[src/rtl/qoienc_pkg.sv]
`timescale 1ns / 1ps

package qoienc_pkg;

   // Chunk opcodes, QOI format
   localparam logic [1:0] OP_INDEX = 2'b00;
   localparam logic [1:0] OP_DIFF  = 2'b01;
   localparam logic [1:0] OP_LUMA  = 2'b10;
   localparam logic [1:0] OP_RUN   = 2'b11;
   localparam logic [7:0] OP_RGB   = 8'hFE;
   localparam logic [7:0] OP_RGBA  = 8'hFF;

   localparam logic [7:0]  ALPHA_OPAQUE = 8'hFF;
   localparam logic [31:0] PIXEL_RESET  = 32'hFF00_0000;
   localparam int          RUN_LIMIT    = 62;
   localparam int          PAD_LEN      = 8;
   localparam logic [7:0]  PAD_FINAL    = 8'h01;
   localparam int          MAX_BYTES    = 6;

   // Configuration register indexes (byte address / 4)
   localparam logic REG_ALPHA_ON = 1'b0;

   // Bytes one pixel produces before padding: optional run chunk plus up to
   // five bytes of index, diff, luma, RGB or RGBA chunk.
   typedef struct packed {
      logic [MAX_BYTES-1:0][7:0] data;
      logic [2:0]                count;
      logic                      last;
   } rec_type;

endpackage

[src/rtl/qoienc_ram.sv]
`timescale 1ns / 1ps

module qoienc_ram #(
   parameter int WIDTH = 32,
   parameter int DEPTH = 64
) (
   input  logic                     clock,
   input  logic                     wr_en,
   input  logic [$clog2(DEPTH)-1:0] wr_addr,
   input  logic [WIDTH-1:0]         wr_data,
   input  logic [$clog2(DEPTH)-1:0] rd_addr,
   output logic [WIDTH-1:0]         rd_data
);

   logic [WIDTH-1:0] mem_ff [DEPTH];
   logic [WIDTH-1:0] rd_data_ff;

   always_ff @(posedge clock) begin
      if (wr_en) begin
         mem_ff[wr_addr] <= wr_data;
      end
      rd_data_ff <= mem_ff[rd_addr];
   end

   assign rd_data = rd_data_ff;

endmodule

[src/rtl/qoienc_chunk.sv]
`timescale 1ns / 1ps

module qoienc_chunk #(
   parameter int HASH_W = 6
) (
   input  logic                  clock,
   input  logic                  reset,
   input  logic                  advance,
   input  logic [31:0]           pix,
   input  logic                  last,
   input  logic [HASH_W-1:0]     hash,
   input  logic [31:0]           entry,
   output qoienc_pkg::rec_type   rec,
   output logic                  push,
   output logic                  miss
);

   logic [31:0] prev_ff, prev_in;
   logic [5:0]  run_ff, run_in;

   logic        same;
   logic [7:0]  dr, dg, db;
   logic [8:0]  drg8, dbg8;
   logic        run_emit;
   logic [7:0]  run_byte;
   logic [4:0][7:0] cb;
   logic [2:0]  clen;

   always_comb begin
      same = (pix == prev_ff);
      dr   = pix[7:0]   - prev_ff[7:0];
      dg   = pix[15:8]  - prev_ff[15:8];
      db   = pix[23:16] - prev_ff[23:16];
      drg8 = {dr[7], dr} - {dg[7], dg} + 9'd8;
      dbg8 = {db[7], db} - {dg[7], dg} + 9'd8;

      run_emit = 1'b0;
      run_byte = {qoienc_pkg::OP_RUN, run_ff};
      cb       = '0;
      clen     = 3'd0;
      miss     = 1'b0;
      run_in   = run_ff;

      if (same) begin
         if (run_ff >= 6'(qoienc_pkg::RUN_LIMIT - 1) || last) begin
            // count reaches the limit or the final pixel arrives: flush, byte holds count minus one
            run_emit = 1'b1;
            run_in   = 6'd0;
         end else begin
            run_in = run_ff + 6'd1;
         end
      end else begin
         run_in = 6'd0;
         if (run_ff != 6'd0) begin
            run_emit = 1'b1;
            run_byte = {qoienc_pkg::OP_RUN, run_ff - 6'd1};
         end
         if (entry == pix) begin
            cb[0] = {qoienc_pkg::OP_INDEX, 6'(hash)};
            clen  = 3'd1;
         end else begin
            miss = 1'b1;
            if (pix[31:24] == prev_ff[31:24]) begin
               if ((dr + 8'd2) < 8'd4 && (dg + 8'd2) < 8'd4 && (db + 8'd2) < 8'd4) begin
                  cb[0] = {qoienc_pkg::OP_DIFF, 2'(dr + 8'd2), 2'(dg + 8'd2),
                           2'(db + 8'd2)};
                  clen  = 3'd1;
               end else if ((dg + 8'd32) < 8'd64 && drg8 < 9'd16 && dbg8 < 9'd16) begin
                  cb[0] = {qoienc_pkg::OP_LUMA, 6'(dg + 8'd32)};
                  cb[1] = {drg8[3:0], dbg8[3:0]};
                  clen  = 3'd2;
               end else begin
                  cb[0] = qoienc_pkg::OP_RGB;
                  cb[1] = pix[7:0];
                  cb[2] = pix[15:8];
                  cb[3] = pix[23:16];
                  clen  = 3'd4;
               end
            end else begin
               cb[0] = qoienc_pkg::OP_RGBA;
               cb[1] = pix[7:0];
               cb[2] = pix[15:8];
               cb[3] = pix[23:16];
               cb[4] = pix[31:24];
               clen  = 3'd5;
            end
         end
      end

      if (last) begin
         run_in = 6'd0;
      end
      prev_in = last ? qoienc_pkg::PIXEL_RESET : pix;
   end

   // Place run chunk first, shift the pixel chunk behind it
   always_comb begin
      rec.data = '0;
      if (run_emit) begin
         rec.data[0] = run_byte;
         for (int i = 1; i < qoienc_pkg::MAX_BYTES; i++) begin
            rec.data[i] = cb[i-1];
         end
      end else begin
         for (int i = 0; i < qoienc_pkg::MAX_BYTES - 1; i++) begin
            rec.data[i] = cb[i];
         end
      end
      rec.count = clen + {2'b00, run_emit};
      rec.last  = last;
      push      = (rec.count != 3'd0) || last;
   end

   always_ff @(posedge clock) begin
      if (reset) begin
         prev_ff <= qoienc_pkg::PIXEL_RESET;
         run_ff  <= 6'd0;
      end else if (advance) begin
         prev_ff <= prev_in;
         run_ff  <= run_in;
      end
   end

endmodule

[src/rtl/qoienc_serializer.sv]
`timescale 1ns / 1ps

module qoienc_serializer (
   input  logic                clock,
   input  logic                reset,
   input  logic                load,
   input  qoienc_pkg::rec_type rec,
   output logic                ready,
   output logic                rsp_tvalid,
   input  logic                rsp_tready,
   output logic [7:0]          rsp_tdata,
   output logic                rsp_tlast,
   output logic                rsp_tuser
);

   qoienc_pkg::rec_type cur_ff;
   logic                valid_ff;
   logic [3:0]          idx_ff;

   logic [3:0] total;
   logic       at_end;
   logic       fire;

   always_comb begin
      total  = {1'b0, cur_ff.count} + (cur_ff.last ? 4'(qoienc_pkg::PAD_LEN) : 4'd0);
      at_end = (idx_ff == total - 4'd1);
      fire   = valid_ff && rsp_tready;
      ready  = !valid_ff || (fire && at_end);

      if (idx_ff < {1'b0, cur_ff.count}) begin
         rsp_tdata = cur_ff.data[idx_ff[2:0]];
      end else begin
         rsp_tdata = at_end ? qoienc_pkg::PAD_FINAL : 8'd0;
      end
      rsp_tvalid = valid_ff;
      rsp_tlast  = at_end;
      rsp_tuser  = at_end && cur_ff.last;
   end

   always_ff @(posedge clock) begin
      if (reset) begin
         valid_ff <= 1'b0;
         idx_ff   <= 4'd0;
      end else if (load) begin
         valid_ff <= 1'b1;
         idx_ff   <= 4'd0;
      end else if (fire && at_end) begin
         valid_ff <= 1'b0;
      end else if (fire) begin
         idx_ff <= idx_ff + 4'd1;
      end
   end

   // advance the record without reset
   always_ff @(posedge clock) begin
      if (load) begin
         cur_ff <= rec;
      end
   end

endmodule

[src/rtl/qoi_pixel_stream_encoder.sv]
`timescale 1ns / 1ps

// Channel  | Direction | Handshake          | Payload
// req      | in        | tvalid/tready      | tdata: red, green, blue, alpha; tlast: final pixel
// rsp      | out       | tvalid/tready      | tdata: code byte; tlast: item done; tuser: image done
// csr      | in        | APB psel/penable   | register 0: alpha_channel_on (bit 0)
//
// One pixel per cycle enters while every pixel yields at most one byte and rsp is
// not stalled; a pixel with bytes holds the single-byte output serializer until it
// has emitted all of them (1 to 14), and a pixel that only extends a run skips it.
// Index lookup: read at acceptance, compare in the cycle after; a write by the
// departing pixel to the entry that the next pixel reads is forwarded.
// Reset is synchronous; the index is empty at once (valid bits, no clearing pass).
// A stalled rsp holds the coder stage, which in turn drops req_tready.

module qoi_pixel_stream_encoder #(
   parameter int INDEX_ENTRIES = 64
) (
   input  logic        clock,
   input  logic        reset,
   // pixel transactions
   input  logic        req_tvalid,
   output logic        req_tready,
   input  logic [31:0] req_tdata,   // [7:0] red, [15:8] green, [23:16] blue, [31:24] alpha
   input  logic        req_tlast,
   // code byte transactions
   output logic        rsp_tvalid,
   input  logic        rsp_tready,
   output logic [7:0]  rsp_tdata,   // [7:0] code_byte
   output logic        rsp_tlast,
   output logic        rsp_tuser,   // [0] image_done
   // configuration
   input  logic        csr_psel,
   input  logic        csr_penable,
   input  logic        csr_pwrite,
   input  logic [2:0]  csr_paddr,
   input  logic [31:0] csr_pwdata,
   output logic [31:0] csr_prdata,
   output logic        csr_pready
);

   localparam int HASH_W = $clog2(INDEX_ENTRIES);

   // configuration register
   logic alpha_on_ff;

   // coder stage
   logic              s1_valid_ff;
   logic [31:0]       s1_pix_ff;
   logic              s1_last_ff;
   logic [HASH_W-1:0] s1_hash_ff;
   logic              fwd_ff;
   logic [31:0]       fwd_pix_ff;
   logic [INDEX_ENTRIES-1:0] valid_ff, valid_in;

   logic [7:0]        alpha_in;
   logic [31:0]       pix_in;
   logic [12:0]       hash_sum;
   logic [HASH_W-1:0] hash_in;
   logic              req_fire;
   logic              s1_adv;
   logic              s1_stall;
   logic [HASH_W-1:0] rd_addr;
   logic [31:0]       ram_q;
   logic [31:0]       entry;
   logic              tbl_we;

   qoienc_pkg::rec_type rec;
   logic                push;
   logic                miss;
   logic                ser_ready;

   // APB: write on access phase, pready tied high
   assign csr_pready = 1'b1;
   assign csr_prdata = (csr_paddr[2] == qoienc_pkg::REG_ALPHA_ON) ? {31'd0, alpha_on_ff} : 32'd0;

   always_ff @(posedge clock) begin
      if (reset) begin
         alpha_on_ff <= 1'b1;
      end else if (csr_psel && csr_penable && csr_pwrite && csr_pready
                   && csr_paddr[2] == qoienc_pkg::REG_ALPHA_ON) begin
         alpha_on_ff <= csr_pwdata[0];
      end
   end

   // Pixel in: force alpha opaque in RGB mode, hash (3r + 5g + 7b + 11a) mod entries
   always_comb begin
      alpha_in = alpha_on_ff ? req_tdata[31:24] : qoienc_pkg::ALPHA_OPAQUE;
      pix_in   = {alpha_in, req_tdata[23:0]};
      hash_sum = {5'd0, req_tdata[7:0]} * 13'd3 + {5'd0, req_tdata[15:8]} * 13'd5
               + {5'd0, req_tdata[23:16]} * 13'd7 + {5'd0, alpha_in} * 13'd11;
      hash_in  = hash_sum[HASH_W-1:0];
   end

   assign s1_adv     = s1_valid_ff && (!push || ser_ready);
   assign s1_stall   = s1_valid_ff && !s1_adv;
   assign req_tready = !s1_stall;
   assign req_fire   = req_tvalid && req_tready;
   assign tbl_we     = s1_adv && miss;

   // Re-read the held entry while the coder stage waits
   assign rd_addr = s1_stall ? s1_hash_ff : hash_in;

   qoienc_ram #(
      .WIDTH (32),
      .DEPTH (INDEX_ENTRIES)
   ) u_index (
      .clock   (clock),
      .wr_en   (tbl_we),
      .wr_addr (s1_hash_ff),
      .wr_data (s1_pix_ff),
      .rd_addr (rd_addr),
      .rd_data (ram_q)
   );

   // Entry never written since the last clear reads as zero
   assign entry = valid_ff[s1_hash_ff] ? (fwd_ff ? fwd_pix_ff : ram_q) : 32'd0;

   always_comb begin
      valid_in = valid_ff;
      if (tbl_we) begin
         valid_in[s1_hash_ff] = 1'b1;
      end
      if (s1_adv && s1_last_ff) begin
         valid_in = '0;
      end
   end

   always_ff @(posedge clock) begin
      if (reset) begin
         s1_valid_ff <= 1'b0;
         valid_ff    <= '0;
      end else begin
         valid_ff <= valid_in;
         if (req_fire) begin
            s1_valid_ff <= 1'b1;
         end else if (s1_adv) begin
            s1_valid_ff <= 1'b0;
         end
      end
   end

   // Capture the pixel; forward the entry the departing pixel writes this cycle
   always_ff @(posedge clock) begin
      if (req_fire) begin
         s1_pix_ff  <= pix_in;
         s1_last_ff <= req_tlast;
         s1_hash_ff <= hash_in;
         fwd_ff     <= tbl_we && (s1_hash_ff == hash_in);
         fwd_pix_ff <= s1_pix_ff;
      end
   end

   qoienc_chunk #(
      .HASH_W (HASH_W)
   ) u_chunk (
      .clock   (clock),
      .reset   (reset),
      .advance (s1_adv),
      .pix     (s1_pix_ff),
      .last    (s1_last_ff),
      .hash    (s1_hash_ff),
      .entry   (entry),
      .rec     (rec),
      .push    (push),
      .miss    (miss)
   );

   qoienc_serializer u_serializer (
      .clock      (clock),
      .reset      (reset),
      .load       (s1_adv && push),
      .rec        (rec),
      .ready      (ser_ready),
      .rsp_tvalid (rsp_tvalid),
      .rsp_tready (rsp_tready),
      .rsp_tdata  (rsp_tdata),
      .rsp_tlast  (rsp_tlast),
      .rsp_tuser  (rsp_tuser)
   );

   // image done only ever marks the last byte of a pixel
   assert property (@(posedge clock) disable iff (reset) rsp_tvalid && rsp_tuser |-> rsp_tlast)
      else $error("image_done without item_done");

   // a waiting pixel keeps its data
   assert property (@(posedge clock) disable iff (reset)
                    s1_stall |=> s1_valid_ff && $stable(s1_pix_ff) && $stable(s1_hash_ff))
      else $error("coder stage lost a stalled pixel");

   // the index is empty after the final pixel leaves
   assert property (@(posedge clock) disable iff (reset)
                    s1_adv && s1_last_ff |=> valid_ff == '0)
      else $error("index not cleared after final pixel");

   // an empty coder stage never holds off the sender
   assert property (@(posedge clock) disable iff (reset)
                    !s1_valid_ff |-> req_tready)
      else $error("req_tready low with empty coder stage");

endmodule
[config.mk]
export PLATFORM = sky130hd
export DESIGN_NAME = qoi_pixel_stream_encoder
export DESIGN_NICKNAME = d
export VERILOG_FILES = /design/src/rtl/qoienc_pkg.sv /design/src/rtl/qoienc_ram.sv /design/src/rtl/qoienc_chunk.sv /design/src/rtl/qoienc_serializer.sv /design/src/rtl/qoi_pixel_stream_encoder.sv
export SDC_FILE = /design/constraint.sdc
export NUM_CORES = 2
export LEC_CHECK = 0
export ABC_AREA = 1
export BUFFER_PORTS_ARGS = -buffer_cell sky130_fd_sc_hd__clkbuf_2
export CAP_MARGIN = 20
export CORE_ASPECT_RATIO = 1.5
export CORE_MARGIN = 5
export CORE_UTILIZATION = 39
export DETAILED_ROUTE_END_ITERATION = 8
export PLACE_DENSITY = 0.61
export SYNTH_ARGS = -nofsm -noshare
export SYNTH_HDL_FRONTEND = slang
export SYNTH_SLANG_ARGS = --single-unit
[constraint.sdc]
create_clock -name clock -period 21.2 [get_ports clock]
set_input_delay 2.12 -clock clock [delete_from_list [all_inputs] [get_ports clock]]
set_output_delay 2.12 -clock clock [all_outputs]
set_load 0.005 [all_outputs]
# --- Word-level counts from Yosys, hierarchy flattened ---
# Memory sizes are Yosys's and may differ from the RTL's. A register that Yosys moved wholly into a read port is not among the register bits.
# Index checks and enable logic that the tools add are counted.
op_classes:
  magnitude_cmp: 11
  n_eq_ne: 5
  multipliers: 4
  div: 0
  bitwise_logic: 3
  n_addsub: 20
  shifts: 0
  n_reduce_logical: 33
  mux: 46
ops:
  columns: ["op", "n"]
  rows:
  - ["two-way mux 32 bit", 5]
  - ["two-way mux 40 bit", 2]
  - ["equality test 32 bit", 2]
  - ["OR 64 bit", 1]
  - ["two-way mux 8 bit", 7]
  - ["two-way mux 16 bit", 2]
  - ["two-way mux 6 bit", 5]
  - ["adder 8 x 2 -> 8 bit (second input constant)", 3]
  - ["binary-select mux 8 bit (select 3 bit)", 1]
  - ["less-than comparator 8 x 3 -> 1 bit (second input constant)", 3]
  - ["two-way mux 24 bit", 1]
  - ["subtractor 8 bit", 3]
  - ["adder 6 bit", 3]
  - ["adder 9 x 4 -> 9 bit (second input constant)", 2]
  - ["logical AND 1 bit", 18]
  - ["less-than comparator 9 x 5 -> 1 bit (second input constant)", 2]
  - ["subtractor 8 x 8 -> 9 bit", 2]
  - ["multiplier 8 x 3 -> 6 bit (second input constant)", 2]
  - ["two-way mux 1 bit", 15]
  - ["two-way mux 3 bit", 5]
  - ["adder 8 x 6 -> 8 bit (second input constant)", 1]
  - ["equality test 8 bit", 1]
  - ["less-than comparator 8 x 7 -> 1 bit (second input constant)", 1]
  - ["multiplier 8 x 2 -> 6 bit (second input constant)", 1]
  - ["other kinds (25)", 34]
word_totals:
  mem_bits_ro: 0
  latchBits: 0
  in_bits: 75
  ff_bits: 233
  ram_bits: 2048
  wordCells: 143
  mem_count: 1
memory_table:
  columns: ["name", "depth", "width", "rd", "rd_ports_with_merged_regs", "write_ports", "line_no", "source"]
  rows:
  - ["u_index.mem_ff", 64, 32, 1, 1, 1, "qoienc_ram.sv:15", "logic [WIDTH-1:0] mem_ff [DEPTH];"]

# --- Logic depth before layout (Yosys ltp) ---
depth:
  word_depth: 22
  mapped_depth: 41

# --- Modules after synthesis ---
# From an unflattened synthesis, not the netlist that was laid out.
hier_totals:
  cells_unflattened: 8870
  area_unflattened_um2: 98852.3
by_module_without_submodules:
  columns: ["mod", "area_per_inst_um2", "instances", "cells_per_inst"]
  rows:
  - ["qoienc_ram", 82738.1, 1, 6769]
  - ["qoi_pixel_stream_encoder", 7594.8, 1, 826]
  - ["qoienc_chunk", 6048.3, 1, 1052]
  - ["qoienc_serializer", 2471.1, 1, 223]

# --- Worst setup path after synthesis ---
# Ideal clock, no wire load.
synth_timing:
  path_type: "register to register"
  startpoint: "register s1_pix_ff[16]"
  endpoint: "memory u_index.mem_ff[0][0], enable pin"
  t_required_ns: 20.777
  period_less_slack_ns: 7.638
  path_stages_with_launch: 28
  setup_slack_ns: 13.562
  arrival_time_ns: 7.215
  path_cell_list: "edfxtp_1 inv_1 ha_1 inv_1 fa_1 ha_1 ha_1 inv_1 fa_1 o21ai_0 a21oi_1 nor2_1 nor2_1 xor2_1 nand3_1 nor3_1 nand3_1 nor3_1 nand2_1 nor2_1 ha_1 nor3_1 nand3_2 nand2_1 nand2_1 nor2_1 nand3_1 nor2_1"
synth_lines:
  columns: ["item", "line_no", "source"]
  rows:
  - ["start: declaration", "qoi_pixel_stream_encoder.sv:49", "logic [31:0] s1_pix_ff;"]
  - ["start signal: assignment", "qoi_pixel_stream_encoder.sv:146", "s1_pix_ff <= pix_in;"]
  - ["end: declaration", "qoienc_ram.sv:15", null]

==> results_tabular.tex <==
\begin{tabular}{lr}
\hline
Metric & Value \\
\hline
\multicolumn{2}{l}{\textbf{Die}} \\
\quad Number of placement rows & 233 \\
\quad Initial core utilization & 0.3913 \\
\quad Area of the core region & 268,200 um\^{}2 \\
\quad Floorplan die width & 433.6 um \\
\quad Total I/O pin count & 120 \\
\quad Total die area & 279,800 um\^{}2 \\
\quad Vertical die dimension & 645.4 um \\
\multicolumn{2}{l}{\textbf{Yosys}} \\
\quad Post-synthesis average cell area & 10.11 um\^{}2 \\
\quad Post-synth top flop & sky130\_fd\_sc\_hd\_\_edfxtp\_1 \\
\quad Synthesis-stage register bit count & 2,313 \\
\quad Netlist area before placement & 105,000 um\^{}2 \\
\quad Gate Count Post-Synth & 10,390 \\
\quad Share of synthesized registers carrying an async set or reset & 0 \\
\quad Synth warn & 0 \\
\quad Seq/Total Area, Yosys & 0.6483 \\
\quad Number of enable flip-flop cells after synthesis & 2,172 \\
\quad Number of library cell types mapped by synthesis & 54 \\
\multicolumn{2}{l}{\textbf{Worst setup path}} \\
\quad Delay of the slowest cell on the worst path & 760 ps \\
\quad CP max stage cell & sky130\_fd\_sc\_hd\_\_buf\_4 \\
\quad Type of element capturing the critical path & register \\
\quad Category of the most critical setup path & reg -> reg \\
\quad Most common cell type on the critical path & sky130\_fd\_sc\_hd\_\_nand3\_1 \\
\quad Maximum fanout along the worst path & 159 \\
\quad Worst path arrival time & 11,980 ps \\
\quad Startpoint type of the worst setup path & register \\
\quad WP data required & 21,930 ps \\
\multicolumn{2}{l}{\textbf{STA}} \\
\quad Highest Clock Rate & 88.88 MHz \\
\quad Final setup violation count & 0 \\
\quad Min cycle time layout & 11,250 ps \\
\quad Number of pins exceeding their max-slew limit in the final report & 0 \\
\quad Final setup slack of the worst path & 9949 ps \\
\quad Actual slew at the worst max-slew pin & 1106 ps \\
\quad Total negative slack & 0 ps \\
\quad Final hold violation count & 0 \\
\quad Worst slew margin relative to its limit & 0.2629 \\
\quad Final cycle utilization of the critical path & 0.5307 \\
\quad Unrepaired setup endpoints after global routing & false \\
\quad Worst Clk Skew & 46.17 ps \\
\multicolumn{2}{l}{\textbf{Layout}} \\
\quad Cell area after layout & 115,500 um\^{}2 \\
\quad Share of final-layout standard cells stronger than drive strength 1 & 0.06233 \\
\quad Synth-to-layout area growth & 10.08\% \\
\quad Most frequent cells in the layout & 2,392 x sky130\_fd\_sc\_hd\_\_nand2\_1, 2,172 x sky130\_fd\_sc\_hd\_\_edfxtp\_1, 2,132 x sky130\_fd\_sc\_hd\_\_nand3\_1 \\
\quad Leading cell type in the layout, fill and taps excluded & sky130\_fd\_sc\_hd\_\_nand2\_1 \\
\quad Number of standard cells in the layout, taps in and fillers out & 13,990 \\
\quad Final-stage net count & 10,490 \\
\quad Fillers & 24,730 \\
\quad Fin util & 0.4307 \\
\quad Area taken by flip-flops and latches & 68,050 um\^{}2 \\
\quad Multi-input logic area & 27,260 um\^{}2 \\
\multicolumn{2}{l}{\textbf{Global routing}} \\
\quad GR Util met2 & 0.3872 \\
\quad Grt met3 use & 0.02505 \\
\quad Antenna violations before repair & 7 \\
\quad GRT Resource Usage Total & 0.2219 \\
\quad GRT Max-Usage Layer & met2 \\
\quad GR Layer Usage met1 & 0.2588 \\
\quad Global-route wire length before repair & 463.0 mm \\
\quad Number of global-route vias before repair & 71,390 \\
\quad Remaining global-route overflow & 0 \\
\quad Pin count of the biggest net entering global routing & 199 \\
\multicolumn{2}{l}{\textbf{Clocking}} \\
\quad Post-cts repair resize count & 0 \\
\quad Clock H-tree levels & 4 \\
\quad Total number of clock tree sinks & 2,313 \\
\quad Library cell used as clock root buffer & sky130\_fd\_sc\_hd\_\_clkbuf\_16 \\
\quad Clock tree from TritonCTS & done \\
\quad Clock transition at path regs & 70 ps \\
\quad TritonCTS buffer count & 209 \\
\quad Maximum root-to-sink buffer count & 4 \\
\quad Post-cts hold buffer count & 0 \\
\quad Latest clock arrival within the worst-skew pair & 870 ps \\
\quad Number of setup buffers added after CTS & 0 \\
\multicolumn{2}{l}{\textbf{Place}} \\
\quad Placed cells & 13,620 \\
\quad Setup slack after placement & 10,020 ps \\
\quad Detailed-placement wirelength estimate & 172.1 mm \\
\quad GPL Wtd Cong & 0.8797 \\
\quad Cell area after placement & 109,100 um\^{}2 \\
\quad PortBufs & 54 \\
\multicolumn{2}{l}{\textbf{Routing}} \\
\quad Vias per Instance & 5.263 \\
\quad DRC violation count after routing & 0 \\
\quad Post-DR wirelength/cell & 22.77 um \\
\quad First-pass iteration count of the detailed router & 6 \\
\quad Wire length reported by the detailed router & 318.5 mm \\
\quad Number of vias in the routed layout & 73,630 \\
\quad Antenna viol nets, final & 0 \\
\quad DRT iter0 DRCs & 7,386 \\
\multicolumn{2}{l}{\textbf{Pwr}} \\
\quad Sequential Power Share & 0.290 \\
\quad Pleak & 47.92 nW \\
\quad Maximum vdd ir drop & 0.4625 mV \\
\quad Switching share of power & 0.4930 \\
\quad Internal power of the cells & 9.142 mW \\
\quad Combinational fraction of design power & 0.506 \\
\quad Power density cells & 156.1 nW/um\^{}2 \\
\quad P\_sw & 8.891 mW \\
\quad Power share of the clock group & 0.204 \\
\multicolumn{2}{l}{\textbf{Flow run}} \\
\quad Max-cap violations & 0 \\
\multicolumn{2}{l}{\textbf{Outcome}} \\
\quad Outcome & finished clean \\
\multicolumn{2}{l}{\textbf{Worst hold path}} \\
\quad Hold Path Class & reg -> reg \\
\hline
\end{tabular}
## synth_stat cells (all sizes together), types with 16 or more instances
master  count  area share
inv      2028       0.073
edfxtp   2172        0.62
a211oi     27      0.0019
nor3       27      0.0013
nand2    2400       0.086
xor2       32      0.0027
or2        16     0.00095
nand3b    161       0.012
nor2      210      0.0077
nand3    2136        0.10
ha         80      0.0095
a21oi      43      0.0021
nand4      33      0.0020
xnor2      30      0.0025
fa         28      0.0053
buf       387       0.020
clkbuf    169      0.0060
mux2       32      0.0034
o22ai      16     0.00095
dfxtp     141       0.027
o211ai     17      0.0012
o21ai      95      0.0048
o21a       72      0.0051
## state kept, by name, summed over array words and instances, names as in the netlist, 4 cells and up
signal	flops
valid_ff	64
s1_pix_ff	32
u_serializer.cur_ff	52
u_index.mem_ff	2048
fwd_pix_ff	32
u_index.rd_data	32
u_chunk.prev_ff	32
u_chunk.run_ff	6
u_serializer.idx_ff	4
s1_hash_ff	6
## final timing paths
| path | slack [ps] | cells after the start | start | end |
|---|---|---|---|---|
| worst min register to register | 470 | 1 | valid_ff[4]$_SDFFE_PP0P_ | valid_ff[4]$_SDFFE_PP0P_ |
| worst max register to register | 9950 | 38 | s1_pix_ff[8]$_DFFE_PP_ | u_index.rd_data[30]$_DFF_P_ |
| worst max-delay path | 9950 | 38 | s1_pix_ff[8]$_DFFE_PP_ | u_index.rd_data[30]$_DFF_P_ |
| worst min-delay path | 470 | 1 | valid_ff[4]$_SDFFE_PP0P_ | valid_ff[4]$_SDFFE_PP0P_ |
## worst max-delay path, delay by kind of cell (launching register included)
kind            cells  cell delay (ps)
flops               1              340
xor+xnor            2              490
fa+ha+maj           5             1530
compound gates      4              720
simple gates       21             4380
buf+inv             6             3360
## cell families after synthesis
group,Yosys count,synth area share
and+or+nand+nor,4995,0.2124
buffers and inverters,2589,0.09849
DFF,2313,0.6483
AOI/OAI and AO/OA,284,0.01710
adders and majority gates,108,0.01488
xor gates and xnor gates,62,0.005174
muxes,33,0.003529
other,2,0.00007155
## power groups by stage
stage                     Sequential, mW  Clock, mW  Combinational, mW
after floorplan                     5.33          0               4.49
after global placement              5.32          0               8.99
after detailed placement            5.32          0               9.05
after CTS                           5.22       3.74               9.08
after global routing                5.23       3.92               9.47
final                               5.22       3.69               9.12
## through the flow
step | hold WS (ps) | power, mW
floorplan | 433.0 | 9.819
global placement | 438.6 | 14.31
detailed placement | 452.9 | 14.37
CTS | 468.1 | 18.04
global route | 475.1 | 18.62
finish | 465.3 | 18.03
## metal layers
metal	vias to the layer above	part of all wire
met5	-	0.000035
met4	2	0.077
met3	776	0.068
met2	3102	0.49
met1	36030	0.36
li1	33730	-
## final cells by class
cell class,count,area share
multi-input cells,5514,0.2360
diodes,6,0.0001300
clock buffers,269,0.04811
inverters,2033,0.06618
repair buffers,235,0.01508
clock inverters,96,0.007343
flip-flops and latches,2313,0.5890
well taps,3525,0.03818
Note: power is estimated with default switching activity, not from simulation.
